`src/rtl/bpa_pkg.sv`:
```
package bpa_pkg;

   localparam int MaxPages = 4096;
   localparam int PageW = 13;
   localparam int WordW = 64;
   localparam int NumWords = MaxPages / WordW + 1;
   localparam int AddrW = $clog2(NumWords);
   localparam int BitW = $clog2(WordW);

   typedef enum logic [3:0] {
      ACT_RESERVE   = 4'd0,
      ACT_RELEASE   = 4'd1,
      ACT_NEXT_PAGE = 4'd2,
      ACT_NEXT_CUR  = 4'd3,
      ACT_PREV      = 4'd4,
      ACT_FIRST     = 4'd5,
      ACT_LAST      = 4'd6,
      ACT_GET       = 4'd7,
      ACT_RST_CUR   = 4'd8,
      ACT_QUERY     = 4'd9
   } action_type;

   typedef enum logic [2:0] {
      ST_OK      = 3'd0,
      ST_INVALID = 3'd1,
      ST_EOF     = 3'd2,
      ST_LIMIT   = 3'd3,
      ST_PINNED  = 3'd4
   } status_type;

   typedef enum logic [2:0] {
      S_CLEAR,
      S_IDLE,
      S_READ,
      S_SCAN,
      S_WRITE,
      S_DONE
   } state_type;

   typedef enum logic [1:0] {
      SCAN_NONE,
      SCAN_FREE,
      SCAN_UP,
      SCAN_DOWN
   } scan_type;

   typedef struct packed {
      logic load;
      logic clear_step;
      logic read;
      logic scan_step;
      logic commit;
   } cmd_type;

   typedef struct packed {
      logic     clear_done;
      scan_type kind;
      logic     scan_done;
   } stat_type;

endpackage

```
`src/rtl/bpa_ctrl.sv`:
```
module bpa_ctrl (
   input  logic              clock,
   input  logic              reset,
   input  logic              req_fire,
   input  logic              rsp_fire,
   input  bpa_pkg::stat_type stat,
   output bpa_pkg::cmd_type  cmd,
   output logic              req_tready,
   output logic              rsp_tvalid
);

   bpa_pkg::state_type state_ff, state_in;

   always_ff @(posedge clock) begin
      if (reset) begin
         state_ff <= bpa_pkg::S_CLEAR;
      end else begin
         state_ff <= state_in;
      end
   end

   always_comb begin
      state_in = state_ff;
      case (state_ff)
         bpa_pkg::S_CLEAR: if (stat.clear_done) state_in = bpa_pkg::S_IDLE;
         bpa_pkg::S_IDLE: if (req_fire) state_in = bpa_pkg::S_READ;
         bpa_pkg::S_READ: begin
            if (stat.kind == bpa_pkg::SCAN_NONE) begin
               state_in = bpa_pkg::S_WRITE;
            end else begin
               state_in = bpa_pkg::S_SCAN;
            end
         end
         bpa_pkg::S_SCAN: if (stat.scan_done) state_in = bpa_pkg::S_WRITE;
         bpa_pkg::S_WRITE: state_in = bpa_pkg::S_DONE;
         bpa_pkg::S_DONE: if (rsp_fire) state_in = bpa_pkg::S_IDLE;
         default: state_in = bpa_pkg::S_CLEAR;
      endcase
   end

   always_comb begin
      cmd = '0;
      req_tready = 1'b0;
      rsp_tvalid = 1'b0;
      case (state_ff)
         bpa_pkg::S_CLEAR: cmd.clear_step = 1'b1;
         bpa_pkg::S_IDLE: begin
            req_tready = 1'b1;
            cmd.load = req_fire;
         end
         bpa_pkg::S_READ: cmd.read = 1'b1;
         bpa_pkg::S_SCAN: cmd.scan_step = 1'b1;
         bpa_pkg::S_WRITE: cmd.commit = 1'b1;
         bpa_pkg::S_DONE: rsp_tvalid = 1'b1;
         default: cmd = '0;
      endcase
   end

`ifndef SYNTH
   a_no_accept_busy: assert property (@(posedge clock) disable iff (reset)
      state_ff != bpa_pkg::S_IDLE |-> !req_tready) else $error("busy accept");
   a_rsp_hold: assert property (@(posedge clock) disable iff (reset)
      rsp_tvalid && !rsp_fire |=> rsp_tvalid) else $error("rsp dropped");
   a_load_idle: assert property (@(posedge clock) disable iff (reset)
      cmd.load |-> state_ff == bpa_pkg::S_IDLE) else $error("load outside idle");
`endif

endmodule

```
`config.mk`:
```
export PLATFORM = sky130hd
export DESIGN_NAME = bpa_ctrl
export DESIGN_NICKNAME = d
export VERILOG_FILES = /design/src/rtl/bpa_pkg.sv /design/src/rtl/bpa_ctrl.sv
export SDC_FILE = /design/constraint.sdc
export NUM_CORES = 1
export LEC_CHECK = 0
export ABC_AREA = 1
export ABC_CLOCK_PERIOD_IN_PS = 1300
export BUFFER_PORTS_ARGS = -buffer_cell sky130_fd_sc_hd__buf_2
export CAP_MARGIN = 20
export CORE_AREA = 2 2 39 41
export CTS_BUF_LIST = sky130_fd_sc_hd__clkbuf_8 sky130_fd_sc_hd__clkbuf_16
export DETAILED_ROUTE_END_ITERATION = 7
export DIE_AREA = 0 0 41 43
export GPL_TIMING_DRIVEN = 0
export PLACE_DENSITY = 0.46
export SYNTH_ARGS = -nofsm -noshare
export SYNTH_HDL_FRONTEND = slang
export SYNTH_SLANG_ARGS = --single-unit
```
`constraint.sdc`:
```
create_clock -name clock -period 1.3 [get_ports clock]
set_input_delay 0.39 -clock clock [delete_from_list [all_inputs] [get_ports clock]]
set_output_delay 0.39 -clock clock [all_outputs]
set_load 0.03 [all_outputs]
```
# --- Word-level counts from Yosys, hierarchy flattened ---
# Index checks and enable logic that the tools add are counted.
totals:
  n_memories: 0
  latchBits: 0
  word_cells: 26
  ff_bits: 3
  output_inout_bits: 7
  ramBits: 0
  romBits: 0
  in_bits: 8
classes:
  n_eq_ne: 9
  reduce_logical: 3
  n_div: 0
  n_lt_le_gt_ge: 0
  n_mul: 0
  addsub: 0
  mux: 13
  shift: 0
  bitwise: 0
ops:
  columns: ["cell", "count"]
  rows:
  - ["$pmux 3 s6", 1]
  - ["$mux 3", 5]
  - ["$ne 2x2->1 const B", 4]
  - ["$mux 1", 7]
  - ["$eq 3x2->1 const B", 2]
  - ["$eq 3x3->1 const B", 2]
  - ["$reduce_and 4->1", 1]
  - ["$eq 3x1->1 const B", 1]
  - ["$logic_not 3->1", 1]
  - ["$logic_not 2->1", 1]

# --- Logic depth before layout (Yosys ltp) ---
depth:
  ltp_word: 3
  depth_mapped: 8
  mapped_depth_nobuf: 8

# --- Least setup slack after synthesis ---
# No wires, ideal clock.
synth_path:
  path_kind: "register -> output"
  startpoint: "register state_ff[0]"
  endpoint: "output cmd[4] (netlist bit)"
  path_buffers: 0
  t_arrival_ns: 1.301
  path_stages_with_launch: 5
  required_time_ns: 0.910
  path_slack_ns: -0.391
  cell_sequence: "dfxtp_1 -> inv_2 -> nor2_1 -> inv_2 -> nor3_1"
synth_rtl:
  columns: ["element", "line", "text"]
  rows:
  - ["from (decl)", "bpa_ctrl.sv:12", "bpa_pkg::state_type state_ff, state_in;"]
  - ["from (signal assigned)", "bpa_ctrl.sv:16", "state_ff <= bpa_pkg::S_CLEAR;"]
  - ["from (signal assigned)", "bpa_ctrl.sv:18", "state_ff <= state_in;"]
  - ["to (decl)", "bpa_ctrl.sv:7", "output bpa_pkg::cmd_type cmd,"]

==> out/metrics.yaml <==
syn_nets: 58
dp_hpwl_um: 520
yosysSeqAreaShare_pct: 21.7
maxSlewViolCount: 0
ys_ff_latch: 3
timing.final.crit_share_pct: 111
cap_violations: 0
cp_slowest_stage_delay_ns: 0.36
first_pass_iters: 4
min_period_ns: 1.45
cts.path.max_buffers: 2
fin_cells: 87
failed_checks: "negative setup slack"
initial_core_util_pct: 20.0
synth_warnings: 0
worstPathRequired_ns: 0.91
regMostFlops: "state_ff"
overflow: 0
whs_ns: 0.423
synth-edff-count: 0
r2r_slack_ns: 0.18
drc: 0
r2r-end: "state_ff[2]"
path_cells: "nor2_1, nand2_1, inv_1, buf_4"
synth_flop_cell: "dfxtp_1"
hold_class: "in -> reg"
post-place-cells: 80
syn_area_um2: 277
place.gp.congestion: 0.703
cts_tree: "yes"
nFillCells: 152
grt_pass1_vias: 312
final-hold-violation-count: 0
r2r_cells: 8
root_buffer: "clkbuf_8"
synthTopCellsByCount: "nand2_1 (11), nor2_1 (11), inv_1 (8)"
cp.arrival_ns: 1.06
grt_use_total_pct: 9.52
min_to: "state_ff[0]"
r2r_start: "state_ff[2]"
num_vias: 347
insertion_delay_ns: 0.22
io_buffers: 14
status: "finished, violations left"
die_w_um: 41
synth_top_area_cell: "dfxtp_1"
final_core_util_pct: 35.9
max_freq_mhz: 691
htree_levels: 1
drive_above_1_share_pct: 50.7
grt_max_degree: 10
cts.sinks: 3
rsz0062_at_grt: "yes"
cts_hold_buffers: 0
power.density_mw_per_mm2: 2860
cts_buffers: 3
syn_avg_cell_area_um2: 5.53
end_kind: "primary output"
via_per_inst: 3.99
fin_nets: 80
critical_path_class: "reg -> out"
min_from: "reset"
routed_wl_um: 678
yosysUniqueCellTypes: 14
first_iter_violations: 3
crit_fanout: 5
antenna_found_initial: 0
rows: 14
worst_slew_pin_slew_ns: 0.181
crit_path_top_delay_cell: "dfxtp_4"
die_height_um: 43
design.core.area_mm2: 0.00138
area_growth_pct: 79.6
path_clk_slew_ns: 0.03
start_kind: "register"
n_antenna_cell: 0
synthTopCellsByArea: "dfxtp_1 (22%), nand2_1 (15%), nor2_1 (15%)"
syn_inst: 50
synth_top_area_share_pct: 21.7
setup_viol: 7
relSlewSlack_pct: 87.9
fin_ws_ns: -0.147
boundaryPins: 15
wire_per_inst_um: 7.79
peakVddDrop_uv: 917
whs_path_depth: 4
grt_first_pass_wirelength_mm: 1.09
largestRegisters: "state_ff: 3 flops"
skew_ns: 0.00371
ant_nets: 0
p_leak_nw: 0.279
largest_register_ffs: 3
die-area_mm2: 0.00176
async_reset_ff_share_pct: 0
==> layout by cell type, fill, tap and decap left out <==
master / Yosys / layout
o21ai_0: 1 / 1
inv_1: 8 / 8
nor3_2: 0 / 2
nand3_1: 1 / 1
nor2_2: 3 / 4
nand3_2: 1 / 1
nand2_1: 11 / 11
inv_2: 3 / 3
nor2_4: 1 / 2
buf_2: 0 / 7
buf_4: 0 / 6
a21oi_1: 3 / 3
nor2_1: 11 / 9
buf_6: 1 / 5
dfxtp_1: 3 / 1
nand4_1: 1 / 1
clkbuf_8: 0 / 3
inv_4: 0 / 1
dfxtp_4: 0 / 2
==> layer usage <==
| layer | global-route usage [%] | part of all wire, % | vias up |
|---|---|---|---|
| met4 | 2.00 | 0 | 0 |
| met1 | 9.27 | 42 | 145 |
| met5 | 0 | 0 | - |
| met3 | 7.85 | 6.6 | 0 |
| met2 | 15.0 | 51 | 10 |
| li1 | - | - | 192 |
==> worst max-delay path: cells and delay by family, from the launching register on <==
kind                   cells  cell delay (ns)
buffers and inverters      2             0.24
and+or+nand+nor            2             0.24
DFF                        1             0.36
==> power by group <==
| part | internal, mW | switching [mW] | leakage [nW] |
|---|---|---|---|
| registers | 0.156 | 0.0712 | 0.0261 |
| clock network | 0.201 | 0.0651 | 0.0269 |
| logic | 0.382 | 0.543 | 0.226 |
==> cells by family (layout without fill, tap and decap cells) <==
family                 after synthesis  after routing  synth area share [%]
buffers and inverters               12             33                  19.0
AOI/OAI and AO/OA                    4              4                  7.24
and+or+nand+nor                     31             31                  52.0
DFF                                  3              3                  21.7
==> layout make-up <==
class	instances	area, um^2	area share [%]
Inverter	11	43.8	8.82
Timing Repair Buffer	17	125	25.2
Clock inverter	1	3.75	0.756
Multi-Input combinational cell	35	184	37.0
Buffer	1	11.3	2.27
Sequential cell	3	67.6	13.6
Clock buffer	3	41.3	8.31
Tap cell	16	20.0	4.03
==> worst max path at each step <==
stage / start / endpoint / slack [ns] / depth (start not counted)
finish: state_ff[0] / cmd[0] / -0.15 / 4
detailed placement: state_ff[0] / cmd[4] / -0.13 / 5
CTS: state_ff[0] / cmd[4] / -0.16 / 5
global placement: state_ff[0] / cmd[4] / -0.12 / 5
floorplan: state_ff[0] / cmd[4] / -0.15 / 4
global route: state_ff[0] / cmd[4] / -0.20 / 5
==> timing repair <==
| action | 4_1_cts | 5_1_grt |
|---|---|---|
| pin swaps | 2 | 2 |
| buffers inserted | 3 | 0 |
| gates resized for setup | 19 | 0 |
| setup endpoints to repair | 7 | 7 |
==> metrics by stage <==
stage	TNS, ns	power (mW)	setup WS [ns]	cell area, um^2
CTS	-0.788	1.44	-0.156	497
finish	-0.647	1.42	-0.147	497
floorplan	-0.176	0.802	-0.150	289
global placement	-0.336	0.969	-0.124	379
detailed placement	-0.352	0.966	-0.133	379
global route	-1.02	1.53	-0.204	497
No activity file was read; power rests on OpenSTA's default activity.
